## config.mk

```make
export PLATFORM = sky130hd
export DESIGN_NAME = fbpa_queue
export DESIGN_NICKNAME = d
export VERILOG_FILES = /design/src/rtl/core/fbpa_pkg.sv /design/src/rtl/core/fbpa_queue.sv
export SDC_FILE = /design/constraint.sdc
export NUM_CORES = 1
export LEC_CHECK = 0
export BUFFER_PORTS_ARGS = -buffer_cell sky130_fd_sc_hd__buf_2
export CAP_MARGIN = 0
export CORE_MARGIN = 1
export CORE_UTILIZATION = 52
export CTS_CLUSTER_SIZE = 25
export DETAILED_ROUTE_END_ITERATION = 7
export GPL_TIMING_DRIVEN = 0
export PLACE_DENSITY = 0.85
export SYNTH_ARGS = -nofsm -noshare
export SYNTH_HDL_FRONTEND = slang
export SYNTH_SLANG_ARGS = --single-unit
```

## constraint.sdc

```tcl
create_clock -name clk -period 3.95 [get_ports clk]
set_clock_uncertainty 0.2 [all_clocks]
set_input_delay 0 -clock clk [delete_from_list [all_inputs] [get_ports clk]]
set_output_delay 0 -clock clk [all_outputs]
set_load 0.02 [all_outputs]
```

## src/rtl/core/fbpa_pkg.sv

```systemverilog
// Shared types, field widths and codes of the fixed block pool allocator.
package fbpa_pkg;

  // Parameter defaults.
  localparam int DEF_MAX_BLOCKS = 1024;
  localparam int DEF_ADDR_WIDTH = 32;

  // Field and register widths.
  localparam int FIELD_ADDR_W = 32;
  localparam int SIZE_W       = 17;
  localparam int COUNT_W      = 11;
  localparam int REQ_W        = 17;
  localparam int STATUS_W     = 2;
  localparam int CFG_INDEX_W  = 2;
  localparam int CFG_DATA_W   = 32;
  localparam int S_TDATA_W    = 56;
  localparam int M_TDATA_W    = 32;
  localparam int QUEUE_DEPTH  = 2;

  // Register reset values and the smallest usable block.
  localparam logic [FIELD_ADDR_W-1:0] RST_BASE       = 32'd0;
  localparam logic [SIZE_W-1:0]       RST_SIZE       = 17'd64;
  localparam logic [COUNT_W-1:0]      RST_COUNT      = 11'd1024;
  localparam logic [SIZE_W-1:0]       MIN_BLOCK_SIZE = 17'd8;

  // Configuration register indexes.
  typedef enum logic [CFG_INDEX_W-1:0] {
    REG_BASE  = 2'd0,
    REG_SIZE  = 2'd1,
    REG_COUNT = 2'd2
  } cfg_reg_t;

  // Request class decided by the front end.
  typedef enum logic [1:0] {
    OP_ALLOC     = 2'd0,
    OP_TOO_LARGE = 2'd1,
    OP_FREE      = 2'd2
  } op_kind_t;

  // Result status codes.
  typedef enum logic [STATUS_W-1:0] {
    STAT_OK        = 2'd0,
    STAT_EMPTY     = 2'd1,
    STAT_TOO_LARGE = 2'd2,
    STAT_RANGE     = 2'd3
  } status_t;

  // Back end sequencer states.
  typedef enum logic [3:0] {
    S_CLEAR     = 4'd0,
    S_IDLE      = 4'd1,
    S_ALLOC_MUL = 4'd2,
    S_ALLOC_ADD = 4'd3,
    S_FREE_CAP  = 4'd4,
    S_FREE_CHK  = 4'd5,
    S_FREE_DIV  = 4'd6,
    S_FREE_WR   = 4'd7,
    S_RESULT    = 4'd8
  } back_state_t;

  // One result item.
  typedef struct packed {
    logic [FIELD_ADDR_W-1:0] block_address;
    status_t                 status;
  } result_t;

endpackage

```

## src/rtl/core/fbpa_queue.sv

```systemverilog
// Short FIFO that decouples the front end from the back end.
module fbpa_queue #(
  parameter int DATA_W = 8,
  parameter int DEPTH  = fbpa_pkg::QUEUE_DEPTH
) (
  input  logic              clk,
  input  logic              rst,
  input  logic              wr_valid,
  output logic              wr_ready,
  input  logic [DATA_W-1:0] wr_data,
  output logic              rd_valid,
  input  logic              rd_ready,
  output logic [DATA_W-1:0] rd_data
);
  import fbpa_pkg::*;

  localparam int PTR_W = (DEPTH > 1) ? $clog2(DEPTH) : 1;
  localparam int CNT_W = $clog2(DEPTH + 1);

  logic [DATA_W-1:0] slots [DEPTH];
  logic [PTR_W-1:0]  wr_ptr;
  logic [PTR_W-1:0]  rd_ptr;
  logic [CNT_W-1:0]  fill;
  logic              do_wr;
  logic              do_rd;

  assign wr_ready = (fill != CNT_W'(DEPTH));
  assign rd_valid = (fill != '0);
  assign rd_data  = slots[rd_ptr];
  assign do_wr    = wr_valid && wr_ready;
  assign do_rd    = rd_valid && rd_ready;

  // Pointers and fill level.
  always_ff @(posedge clk) begin
    if (rst) begin
      wr_ptr <= '0;
      rd_ptr <= '0;
      fill   <= '0;
    end else begin
      if (do_wr) begin
        wr_ptr <= (wr_ptr == PTR_W'(DEPTH - 1)) ? '0 : wr_ptr + PTR_W'(1);
      end
      if (do_rd) begin
        rd_ptr <= (rd_ptr == PTR_W'(DEPTH - 1)) ? '0 : rd_ptr + PTR_W'(1);
      end
      if (do_wr && !do_rd) begin
        fill <= fill + CNT_W'(1);
      end else if (do_rd && !do_wr) begin
        fill <= fill - CNT_W'(1);
      end
    end
  end

  // Entry storage.
  always_ff @(posedge clk) begin
    if (do_wr) begin
      slots[wr_ptr] <= wr_data;
    end
  end

endmodule

```

Word-level counts from Yosys, hierarchy flattened
Memories as Yosys holds them, arrays and structs flattened. A register that Yosys moved wholly into a read port is not among the register bits.
Cells that the tools add are included.
{ "word_totals": {"input_bits": 12, "out_inout_bits": 10, "mem_bits_rw": 16, "word_cells": 25, "n_memories": 1, "register_bits": 4} }
{ "memory_table": {"columns": ["name", "words", "width", "rd", "rd_ports_with_merged_regs", "write_ports", "line", "rtl"], "rows": [
  ["slots", 2, 8, 1, 1, 1, "fbpa_queue.sv:20", "logic [DATA_W-1:0] slots [DEPTH];"]
]} }
{ "op_classes": {"muxes": 8, "reduce_logical": 8, "eq_ne": 1, "n_addsub": 4} }
{ "op_table": {"columns": ["op", "count"], "rows": [
  ["1-bit 2-to-1 mux", 6],
  ["1-bit logical AND", 4],
  ["2-bit 2-to-1 mux", 2],
  ["2-bit nonzero test", 2],
  ["1-bit adder, second input constant", 2],
  ["2-bit by 1-bit adder with 2-bit output, second input constant", 1],
  ["1-bit logical NOT", 2],
  ["2-bit != test, second input constant", 1],
  ["2-bit by 1-bit subtractor with 2-bit output, second input constant", 1]
]} }

Depth between registers and ports, before layout
{ "depth": {"word_depth": 6, "ltp_mapped": 6, "ltp_nobuf": 6} }

Worst setup path before layout
Ideal clock, no wire load.
{ "synth_timing": {"kind": "register -> register", "start": "reg fill[0]", "end": "reg fill[1]", "setup_time_ns": 0.070, "slack_ns": 2.226, "required_ns": 3.680, "path_stages_with_launch": 6, "n_path_buf": 0, "t_arrival_ns": 1.454, "synth_period_minus_slack_ns": 1.724, "cell_sequence": "dfxtp_1 nand2b_4 and2_1 ha_1 or3_1 a21oi_1"} }
{ "synth_via": {"elab_chain_len": 5, "word_cells_on_any_way": 13, "cone_classes": "add/sub (2); eq/ne (1); mux (2); reduce/logical (8)"} }
{ "synth_lines": {"columns": ["item", "line", "rtl"], "rows": [
  ["start, declared", "fbpa_queue.sv:23", "logic [CNT_W-1:0] fill;"],
  ["start signal, assigned", "fbpa_queue.sv:47", "fill <= fill + CNT_W'(1);"],
  ["start signal, assigned", "fbpa_queue.sv:49", "fill <= fill - CNT_W'(1);"],
  ["2-bit != test *", "fbpa_queue.sv:27", "assign wr_ready = (fill != CNT_W'(DEPTH));"],
  ["net wr_ready", "fbpa_queue.sv:9", "output logic wr_ready,"],
  ["1-bit logical AND *", "fbpa_queue.sv:30", "assign do_wr = wr_valid && wr_ready;"],
  ["1-bit logical NOT", "fbpa_queue.sv:48", "end else if (do_rd && !do_wr) begin"],
  ["1-bit logical AND", "fbpa_queue.sv:48", null],
  ["2-bit nonzero test (no line)", null, null]
]} }
Mark *: on every way through the listed nets, which the timed path passes. The rest lies on a longest branch. The select of a mux whose other input is x is not followed.
A chain may end at the register's enable or synchronous reset.

Worst setup path in the final report
{ "layout_timing": {"start": "reg fill[1]", "end": "reg fill[1]"} }
{ "layout_via": {"elab_chain_len": 5, "word_cells_on_any_way": 13, "cone_classes": "add/sub (2); eq/ne (1); mux (2); reduce/logical (8)"} }
{ "layout_lines": {"columns": ["item"], "rows": [
  ["branches (longest 5 deep; another with 2-bit by 1-bit subtractor with 2-bit output)"]
]} }
Several ways; the timed one is not identified. The select of a mux whose other input is x is not followed.

==> metrics.csv <==
stage;metric;value;unit
outcome;status;completed;
power_and_ir_drop;p_int;0.000426;W
worst_setup_path;cp_cell_sequence;o21ai_0 -> ha_1 -> or3_1 -> a21oi_1;
logic_synthesis;synth_area_leader_cell;edfxtp_1;
place;gp_congestion;0.647;
drt;routedWlPerCell;13.4;µm
timing;timing.final.crit_share;46.8;%
timing;maxSlewViolCount;0;
power_and_ir_drop;power.switching;0.000202;W
finish;final_cell_count_no_fill;101;
worst_setup_path;arrival;1870;ps
finish;n_antenna_cell;0;
place;dp_hpwl;907;µm
die;row_count;13;
finish;syn2layout_area_growth;33.5;%
die;io_pins;22;
logic_synthesis;syn_nets;62;
worst_setup_path;cp-end-kind;flip-flop;
logic_synthesis;yosys-top-cells-count;edfxtp_1 (16), mux2_2 (8), dfxtp_1 (5), nor2_1 (3), xor2_1 (3);
die;start_util;59.0;%
global_routing;grt_first_pass_wirelength;1.79;mm
clocking;tritoncts;yes;
clocking;numCtsBuffers;3;
power_and_ir_drop;p_comb_share;36.7;%
power_and_ir_drop;p_clk_share;15.5;%
logic_synthesis;synth_cells;49;
global_routing;track_usage;17.5;%
clocking;cts-root-buf;clkbuf_4;
timing;tightest_slew;386;ps
finish;drive_above_1_share;41.9;%
logic_synthesis;ys_seq_area_share;72.0;%
timing;period_needed;1850;ps
worst_setup_path;critPathSlowestCell;dfxtp_1;
logic_synthesis;synth_most_common_cell;edfxtp_1;
power_and_ir_drop;p_sw_share;32.2;%
power_and_ir_drop;vdd_drop_max;403;µV
clocking;cts_resized;0;
drt;drt_iter0_drc;7;
global_routing;antenna_found_initial;0;
worst_setup_path;crit_type;reg -> reg;
finish;fin_nets;100;
logic_synthesis;ys_ff_latch;21;
die;dieWidth;41.4;µm
die;dieArea;1710;µm²
place;dp_cells;85;
logic_synthesis;ys.flop_type;edfxtp_1;
logic_synthesis;yosys_warnings;0;
logic_synthesis;syn_area;806;µm²
logic_synthesis;synthDominantCellAreaShare;59.6;%
clocking;cts_max_level;1;
power_and_ir_drop;pwr-share-seq;47.8;%
drt;antenna_left;0;
timing;timing.fmax;541;MHz
finish;stdcell_area;1080;µm²
global_routing;grt_pass1_vias;418;
logic_synthesis;synthDistinctLibCells;17;
run;cap_violations;0;
worst_setup_path;critPathBufInv;0;
timing;rsz0062_at_grt;no;
clocking;cts_buffer_depth;2;
global_routing;grt_max_degree;12;
clocking;path_clk_slew;110;ps
clocking;worstSkewPairLatency;290;ps
timing;hold_viol;0;
power_and_ir_drop;p_per_area;584;nW/µm²
power_and_ir_drop;power_leakage;0.439;nW
timing;relSlewSlack;74.3;%
worst_hold_path;hp-class;in -> reg;
place;placed_area;930;µm²
global_routing;grt_overflow;0;
logic_synthesis;syn_avg_cell_area;16.4;µm²
worst_setup_path;critical_path.max_fanout;5;
place;portBuffers;21;
drt;drc_errors;0;
drt;vias_per_cell;4.98;
logic_synthesis;synthTopCellsByArea;edfxtp_1 (60%), dfxtp_1 (12%), mux2_2 (11%), xor2_1 (3.3%), nand2b_4 (1.7%);
drt;drt_pass1_iterations;5;
die;core;1370;µm²
logic_synthesis;synth_edf_count;16;
timing;setup_viol;0;
logic_synthesis;ys_async_sr_fraction;0;%
drt;vias;503;
die;die_h;41.4;µm
timing;tns;0;ps
drt;wl;1.36;mm
power_and_ir_drop;power;0.000628;W
finish;fillers;86;
worst_setup_path;worstPathRequired;3970;ps
worst_setup_path;critPathMaxStageDelay;380;ps
worst_setup_path;cpLargestDelayFamily;compound AO/OA/AOI/OAI gates;
worst_setup_path;cp-start-kind;flip-flop;
clocking;cts_num_sinks;21;
## placed cells by master, fill, tap and decap left out
cell           instances
xor2_1                 3
a21bo_2                1
edfxtp_1              16
nand3b_1               1
dlygate4sd3_1         12
ha_1                   1
or2_2                  1
clkbuf_1               1
buf_2                 22
and2_1                 1
o21ai_0                2
dfxtp_1                5
clkbuf_4               3
or3_1                  1
and3_1                 1
nand2b_4               1
inv_1                  1
nor2_1                 3
mux2_2                 8
a21oi_1                2
## power groups by stage
stage               Sequential (W)  Combinational [W]  Clock (W)
global route              0.000305           0.000254   0.000105
floorplan                 0.000300           0.000162          0
finish                    0.000300           0.000231  0.0000972
CTS                       0.000301           0.000230  0.0000979
global placement          0.000302           0.000211          0
detailed placement        0.000306           0.000216          0
## logic make-up (layout without fill, tap and decap cells)
| kind of cell | count (synthesis) | count (layout) | synth area share (%) |
|---|---|---|---|
| compound gates | 5 | 5 | 3.73 |
| xor+xnor | 3 | 3 | 3.26 |
| flops | 21 | 21 | 72.1 |
| fa+ha+maj | 1 | 1 | 1.55 |
| simple gates | 9 | 9 | 7.14 |
| mux | 8 | 8 | 11.2 |
| buf+inv | 2 | 39 | 1.09 |
## cell type report
cell class                 count  area (µm²)  share of cell area, %
inverter                       1        3.75                  0.349
tap                           15        18.8                   1.74
sequential                    21         581                   54.0
timing repair buffer          33         225                   20.9
buffer                         1        5.00                  0.465
clock buffer                   4        26.3                   2.44
multi-input combinational     26         216                   20.1
## path summary, 6_finish.rpt
path	slack, ps	end	cells past startpoint	start
max	2100	fill[1]$_SDFFE_PP0P_	4	fill[1]$_SDFFE_PP0P_
min	240	slots[0][5]$_DFFE_PP_	2	wr_data[5]
max reg2reg	2100	fill[1]$_SDFFE_PP0P_	4	fill[1]$_SDFFE_PP0P_
min reg2reg	330	flip-flop	2	rd_ptr$_SDFFE_PP0P_
## per-layer routing
metal	routed length (µm)	vias to the layer above	part of all wire [%]	global-route usage (%)
met5	0	-	0	0
met4	0	0	0	4.84
met3	42	0	3.1	4.79
met2	743	14	55	29.3
met1	571	234	42	22.5
li1	-	255	-	-
## registers in the layout, indices dropped and copies added (netlist names), named ones only
name	count
wr_ptr	1
fill	2
rd_ptr	1
slots	16
## stage by stage
step | setup slack [ps] | hold WS (ps) | util (%)
after detailed placement | 2140 | -8.59 | 68.0
after CTS | 2130 | 220 | 78.8
after global placement | 2220 | -12.1 | 68.0
after floorplan | 2230 | -131 | -
after global routing | 1990 | 230 | 78.8
final | 2100 | 240 | 78.8
## what timing repair did
action                    4_1_cts  5_1_grt
setup buffers                   0        0
hold endpoints to repair       21        0
hold buffers                   12        0
Power figures use the tool's default switching activity.
