`config.mk`:
```
export PLATFORM = sky130hd
export DESIGN_NAME = fbpa_front
export DESIGN_NICKNAME = d
export VERILOG_FILES = /design/src/rtl/core/fbpa_pkg.sv /design/src/rtl/core/fbpa_front.sv
export SDC_FILE = /design/constraint.sdc
export NUM_CORES = 1
export LEC_CHECK = 0
export BUFFER_PORTS_ARGS = -buffer_cell sky130_fd_sc_hd__buf_2
export CORE_MARGIN = 2
export CORE_UTILIZATION = 30
export DETAILED_ROUTE_END_ITERATION = 16
export GPL_ROUTABILITY_DRIVEN = 0
export SKIP_LAST_GASP = 1
export SLEW_MARGIN = 20
export SYNTH_ARGS = -nofsm -noshare
export SYNTH_HDL_FRONTEND = slang
export SYNTH_SLANG_ARGS = --single-unit
```
`constraint.sdc`:
```
create_clock -name vclk -period 3.3
set_input_delay 0.66 -clock vclk [all_inputs]
set_output_delay 0.66 -clock vclk [all_outputs]
set_load 0.005 [all_outputs]
```
`src/rtl/core/fbpa_pkg.sv`:
```
// Shared types, field widths and codes of the fixed block pool allocator.
package fbpa_pkg;

  // Parameter defaults.
  localparam int DEF_MAX_BLOCKS = 1024;
  localparam int DEF_ADDR_WIDTH = 32;

  // Field and register widths.
  localparam int FIELD_ADDR_W = 32;
  localparam int SIZE_W       = 17;
  localparam int COUNT_W      = 11;
  localparam int REQ_W        = 17;
  localparam int STATUS_W     = 2;
  localparam int CFG_INDEX_W  = 2;
  localparam int CFG_DATA_W   = 32;
  localparam int S_TDATA_W    = 56;
  localparam int M_TDATA_W    = 32;
  localparam int QUEUE_DEPTH  = 2;

  // Register reset values and the smallest usable block.
  localparam logic [FIELD_ADDR_W-1:0] RST_BASE       = 32'd0;
  localparam logic [SIZE_W-1:0]       RST_SIZE       = 17'd64;
  localparam logic [COUNT_W-1:0]      RST_COUNT      = 11'd1024;
  localparam logic [SIZE_W-1:0]       MIN_BLOCK_SIZE = 17'd8;

  // Configuration register indexes.
  typedef enum logic [CFG_INDEX_W-1:0] {
    REG_BASE  = 2'd0,
    REG_SIZE  = 2'd1,
    REG_COUNT = 2'd2
  } cfg_reg_t;

  // Request class decided by the front end.
  typedef enum logic [1:0] {
    OP_ALLOC     = 2'd0,
    OP_TOO_LARGE = 2'd1,
    OP_FREE      = 2'd2
  } op_kind_t;

  // Result status codes.
  typedef enum logic [STATUS_W-1:0] {
    STAT_OK        = 2'd0,
    STAT_EMPTY     = 2'd1,
    STAT_TOO_LARGE = 2'd2,
    STAT_RANGE     = 2'd3
  } status_t;

  // Back end sequencer states.
  typedef enum logic [3:0] {
    S_CLEAR     = 4'd0,
    S_IDLE      = 4'd1,
    S_ALLOC_MUL = 4'd2,
    S_ALLOC_ADD = 4'd3,
    S_FREE_CAP  = 4'd4,
    S_FREE_CHK  = 4'd5,
    S_FREE_DIV  = 4'd6,
    S_FREE_WR   = 4'd7,
    S_RESULT    = 4'd8
  } back_state_t;

  // One result item.
  typedef struct packed {
    logic [FIELD_ADDR_W-1:0] block_address;
    status_t                 status;
  } result_t;

endpackage

```
`src/rtl/core/fbpa_front.sv`:
```
// Front end: accepts requests, checks allocate size and forms the free offset.
module fbpa_front #(
  parameter int ADDR_WIDTH = fbpa_pkg::DEF_ADDR_WIDTH
) (
  input  logic                              in_valid,
  output logic                              in_ready,
  input  logic                              mode,
  input  logic [fbpa_pkg::REQ_W-1:0]        request_bytes,
  input  logic [fbpa_pkg::FIELD_ADDR_W-1:0] free_address,
  input  logic [fbpa_pkg::FIELD_ADDR_W-1:0] base_address,
  input  logic [fbpa_pkg::SIZE_W-1:0]       eff_size,
  input  logic                              hold,
  output logic                              push_valid,
  input  logic                              push_ready,
  output fbpa_pkg::op_kind_t                push_kind,
  output logic [ADDR_WIDTH-1:0]             push_offset
);
  import fbpa_pkg::*;

  // No request is taken while the back end rebuilds the free list.
  assign in_ready   = push_ready && !hold;
  assign push_valid = in_valid && !hold;

  // An oversized allocate is settled here; the list state decides the rest.
  always_comb begin
    if (mode) begin
      push_kind = OP_FREE;
    end else if (request_bytes > eff_size) begin
      push_kind = OP_TOO_LARGE;
    end else begin
      push_kind = OP_ALLOC;
    end
  end

  // Byte offset from the pool base, wrapping at the address width.
  assign push_offset = ADDR_WIDTH'(free_address) - ADDR_WIDTH'(base_address);

endmodule

```
# == Yosys cells after proc, flatten, opt, wreduce, memory -nomap -nowiden ==
# Cells that the tools add are included.
# word_totals
ff_bits,0
out_inout_bits,36
# op_classes
n_addsub,1
order_cmp,1
n_mux,2
n_reduce_logical,3
# ops
cell,n
$sub 32x32->32,1
$gt 17x17->1,1
$logic_and 1x1->1,2
$mux 2,1
$logic_not 1->1,1
$mux 1,1

# == Logic depth before layout (Yosys ltp) ==
# Gate-level depths: netlist (run 1).
# logic_depth
ltp_word,3
mapped_depth,10
depth_no_buf,10

# == Least setup slack after synthesis (run 1) ==
# No wires, ideal clock.
# synth_path
kind,in2out
startpoint,input port free_address[0] (netlist name)
endpoint,output port push_offset[26]
t_arrival_ns,2.589
t_required_ns,2.640
slack_ns,0.051
stages,10
path_buffers,0
cell_sequence,inv_1 > ha_1 > fa_1 > and2b_2 > o21bai_4 > a2111oi_4 > o31ai_2 > a31oi_4 > nor4_2 > a311oi_1
# synth_between
elab_chain_len,1
# synth_lines
item,line_no,text
from (decl),fbpa_front.sv:9,"input logic [fbpa_pkg::FIELD_ADDR_W-1:0] free_address,"
$sub 32x32->32,fbpa_front.sv:36,assign push_offset = ADDR_WIDTH'(free_address) - ADDR_WIDTH'(base_address);
to (decl),fbpa_front.sv:16,output logic [ADDR_WIDTH-1:0] push_offset
# No other way between the ends.

# == Worst setup path in the final report (run 1) ==
# layout_path
startpoint,input port base_address[12] (netlist name)
endpoint,output port push_offset[26]
# layout_between
elab_chain_len,1
# layout_lines
item,line_no,text
from (decl),fbpa_front.sv:10,"input logic [fbpa_pkg::FIELD_ADDR_W-1:0] base_address,"
$sub 32x32->32,fbpa_front.sv:36,
# No other way between the ends.

==> impl_metrics.yaml, run 1 <==
status:
  status: "complete, but fails checks"
  violations: "setup timing"
timing:
  tightest_slew_ps: 323.2
  max_freq_mhz: 294.6
  timing.final.crit_share_pct: 102.9
  hold_viol: 0
  fin_crit_ps: 3394
  final_critical_path_setup_slack_ps: -94.31
  slew_viol_final: 0
  setup_violations: 3
  rsz0062_at_grt: "true"
  relSlewSlack_pct: 78.45
routing:
  drc_errors: 0
  ant_nets: 0
  vias: 2835
  wire_per_inst_um: 11.84
  drt_pass1_iterations: 6
  drtIter0Drc: 78
  vias_per_cell: 4.757
  postRouteWirelength_mm: 7.059
floorplanning:
  io_pins: 138
  start_util_pct: 30.74
  dieArea_sq_um: 8561
  die_w_um: 92.53
  core_area_sq_um: 7647
  rows: 32
  die_y_um: 92.53
pwr:
  p_clk_share_pct: 0
  comb_power_share_pct: 100.0
  power_frac_seq_pct: 0
  power.switching_w: 0.0003330
  power_density_nw_per_um2: 191.3
  total_power_w: 0.0006861
  swShare_pct: 48.53
  p_int_w: 0.0003531
  power_leakage_nw: 2.007
  vdd_drop_max_v: 0.00008902
yosys:
  ys_warn_count: 0
  ys_types: 55
  syn_area_sq_um: 2351
  synth_top_area_share_pct: 25.55
  synthTopCellsByArea: "ha_1, inv_1, xnor2_1, a21o_1, a21oi_1"
  synth.largest_area_cell: "ha_1"
  synth-seq-area-share_pct: 0
  synth_nets: 473
  synth_cells: 322
  postSynthAreaPerCell_sq_um: 7.301
worst_hold_path:
  worstHoldPathCells: 2
  min_from: "mode"
  hp-class: "in2out"
  min_to: "push_kind[1]"
cells_and_area:
  area_growth_pct: 52.53
  n_fill_cell: 786
  final_cell_mix: "buf_2, inv_1, ha_1"
  drive_above_1_share_pct: 46.36
  design_area_sq_um: 3586
  seq_cells: 0
  clkbuf_count: 0
  regArea_sq_um: 0
  antenna_cells: 0
  mostFrequentLayoutCell: "buf_2"
  stdcell_count: 596
  nets: 647
global_routing:
  grt_pass1_vias: 2765
  grt_pass1_wl_mm: 11.43
  grt_max_degree: 10
  antenna_found_initial: 0
  grt_usage_pct: 15.40
  grt-ovfl-total: 0
place:
  io_buffer_count: 138
  dp_hpwl_mm: 6.020
  placed_cell_area_sq_um: 3359
  dp_cells: 590
critical_path:
  critPathRequiredTime_ps: 2640
  cp.arrival_ps: 2730
  critPathLaunchType: "input pin"
  path_class: "in2out"
  endpoint_kind: "output pin"
  cp_max_fo: 3
job:
  cap_violations: 0
## power by group through the flow
stage	clock, W	sequential [W]	combinational (W)
final	0	0	0.000686
after global placement	0	0	0.000630
after detailed placement	0	0	0.000635
after global routing	0	0	0.000762
after CTS	0	0	0.000657
after floorplan	0	0	0.000380
## kinds of logic after synthesis
| logic type | share of synthesized area [%] |
|---|---|
| XOR/XNOR | 10.80 |
| buffers and inverters | 11.23 |
| AO/OA/AOI/OAI | 33.42 |
| AND/OR/NAND/NOR | 18.15 |
| adder cells (fa/ha/maj) | 26.40 |
## final cells by class
| cell class | count | area [sq um] | share of cell area (%) |
|---|---|---|---|
| Tap cell | 102 | 127.6 | 3.559 |
| Inverter | 53 | 201.4 | 5.618 |
| Multi-Input combinational cell | 263 | 2250 | 62.74 |
| Timing Repair Buffer | 178 | 1007 | 28.09 |
## cells in the mapped netlist (6+ instances only)
cell,n
xor2_1,9
nand2_1,18
nand3_1,8
nand4_1,6
ha_1,48
o21ai_0,10
a31oi_1,6
a211oi_1,7
nor2_1,19
a21oi_1,26
inv_1,53
a21o_1,19
xnor2_1,20
## how the worst max path moves through the flow
| stage | from | end | slack, ps | cells past startpoint |
|---|---|---|---|---|
| 2_1_floorplan | free_address[0] | push_offset[26] | 50 | 10 |
| 3_3_place_gp | free_address[0] | push_offset[26] | -270 | 12 |
| 3_5_place_dp | free_address[0] | push_offset[26] | -330 | 12 |
| 4_1_cts | free_address[15] | push_offset[26] | -120 | 11 |
| 5_1_grt | base_address[12] | push_offset[26] | -210 | 11 |
| 6_report | base_address[12] | push_offset[26] | -90 | 11 |
## critical path, stage by stage
cell and delay, ps:
buf_2 70, inv_1 50, ha_1 300, a21oi_1 210
o211ai_1 140, a221o_2 380, a21oi_4 190, a31oi_4 140
buf_6 160, a311oi_2 280, buf_2 160
## what timing repair did
| action | 4_1_cts | 5_1_grt |
|---|---|---|
| pin swaps | 16 | 16 |
| endpoints found under the hold margin | 0 | 0 |
| buffers inserted | 3 | 4 |
| hold buffers | 0 | 0 |
| resized for setup | 21 | 20 |
| endpoints found under the setup margin | 12 | 18 |
## through the flow
stage | util (%) | hold WS (ps) | setup TNS (ps) | setup WS [ps]
detailed placement | 43.93 | 1506 | -1477 | -326.1
CTS | 45.27 | 1506 | -207.9 | -120.3
global route | 46.89 | 1517 | -1312 | -208.4
global placement | 43.93 | 1508 | -1168 | -266.6
floorplan | - | 1350 | 0 | 51.10
finish | 46.89 | 1503 | -190.1 | -94.31
## layer usage
layer | vias to the layer above | GRT usage [%] | routed length (um)
met5 | - | 0 | 0
met4 | 0 | 1.119 | 50
met2 | 93 | 29.01 | 3431
li1 | 1485 | - | -
met3 | 6 | 0.9764 | 398
met1 | 1251 | 19.93 | 3179
No activity file was read; power rests on OpenSTA's default activity.
==> run 2, diff against run 1 <==
SETUP_SLACK_MARGIN = 0.3   (was not set)
==> run 2 against run 1 <==
The run still ends with setup timing left. Hold slack gained 7.5 ps. Largest cell class unchanged. Critical endpoint is now push_offset[28]. Total power rose by 17%. Global-route usage increased by 0.74 points.
==> impl_metrics.yaml, run 2 (synthesized netlist as in run 1, its figures left out) <==
status:
  status: "complete, but fails checks"
  violations: "setup timing"
cells_and_area:
  nets: 663
  drive_above_1_share_pct: 54.71
  mostFrequentLayoutCell: "buf_2"
  antenna_cells: 0
  stdcell_count: 612
  seq_cells: 0
  n_fill_cell: 749
  design_area_sq_um: 4103
  area_growth_pct: 74.51
  clkbuf_count: 0
  final_cell_mix: "buf_2, buf_4, inv_1"
  regArea_sq_um: 0
critical_path:
  cp.arrival_ps: 2820
  max_stage_delay_ps: 380
  cp_top_family: "compound AO/OA/AOI/OAI gates"
  crit_path_top_delay_cell: "fa_2"
  path_class: "in2out"
  critPathLaunchType: "input pin"
  crit_path_start: "free_address[0]"
  endpoint_kind: "output pin"
  critPathRequiredTime_ps: 2640
  cp_max_fo: 3
  cp_cell_sequence: "buf_8 -> inv_8 -> ha_4 -> fa_2 -> and2b_2 -> o21bai_4 -> a2111oi_4 -> o31ai_4 -> a31oi_4 -> buf_4 -> o22ai_2 -> xnor2_1 -> buf_2"
  crit_cells: 13
  critPathBufInv: 4
routing:
  drc_errors: 0
  vias_per_cell: 4.859
  postRouteWirelength_mm: 7.730
  wire_per_inst_um: 12.63
  drt_pass1_iterations: 4
  ant_nets: 0
  drtIter0Drc: 102
  vias: 2974
floorplanning:
  dieArea_sq_um: 8561
  core_area_sq_um: 7647
  rows: 32
  die_y_um: 92.53
  io_pins: 138
  die_w_um: 92.53
  start_util_pct: 30.74
job:
  cap_violations: 0
global_routing:
  antenna_found_initial: 0
  grt_max_degree: 10
  grt-ovfl-total: 0
  grt_usage_pct: 16.14
  grt_pass1_wl_mm: 11.90
  grt_pass1_vias: 2877
place:
  io_buffer_count: 138
  dp_hpwl_mm: 5.970
  dp_cells: 587
  placed_cell_area_sq_um: 3364
timing:
  timing.final.crit_share_pct: 105.5
  setup_tns_ps: -588.6
  hold_viol: 0
  fin_crit_ps: 3482
  setup_violations: 6
  hold_slack_ps: 1511
  tightest_slew_ps: 324.5
  relSlewSlack_pct: 78.36
  max_freq_mhz: 287.2
  final_critical_path_setup_slack_ps: -181.8
  rsz0062_at_grt: "true"
  slew_viol_final: 0
worst_hold_path:
  min_from: "mode"
  min_to: "push_kind[1]"
  worstHoldPathCells: 2
  hp-class: "in2out"
pwr:
  power_density_nw_per_um2: 195.3
  vdd_drop_max_v: 0.0001148
  total_power_w: 0.0008012
  power_leakage_nw: 2.138
[run 2: worst max path at each step]
stage	end	slack [ps]
detailed placement	push_offset[26]	-140
global placement	push_offset[26]	-140
finish	push_offset[28]	-180
floorplan	push_offset[26]	250
CTS	push_offset[26]	-120
global route	push_offset[28]	-260
[run 2: cell type report]
type / instances / area [sq um] / share of cell area, %
repair buffers: 194 / 1200 / 29.25
well taps: 102 / 127.6 / 3.111
inverters: 53 / 209.0 / 5.093
multi-input cells: 263 / 2566 / 62.55
[run 2: report_power, final]
part / total, W / leakage (nW) / switching, W / internal [W]
combinational: 0.000801 / 2.14 / 0.000377 / 0.000424
clock: 0 / 0 / 0 / 0
sequential: 0 / 0 / 0 / 0
total: 0.000801 / 2.14 / 0.000377 / 0.000424
[run 2: per-stage QoR]
step	util, %	setup WS [ps]
final	53.65	-181.8
after global routing	53.65	-263.0
after CTS	49.89	-119.6
after detailed placement	44.00	-142.6
after global placement	44.00	-137.4
after floorplan	-	246.8
[run 2: metal layers]
layer | GRT usage (%) | vias up | share of wire [%]
met4 | 1.617 | 0 | 2.1
li1 | - | 1516 | -
met3 | 0.8950 | 20 | 5.8
met2 | 30.78 | 114 | 50
met1 | 20.49 | 1324 | 42
met5 | 0 | - | 0
[run 2: what timing repair did]
action	CTS	global route
setup endpoints to repair	22	23
pin swaps	25	33
hold buffers	0	0
setup buffers	13	12
resized for setup	60	41
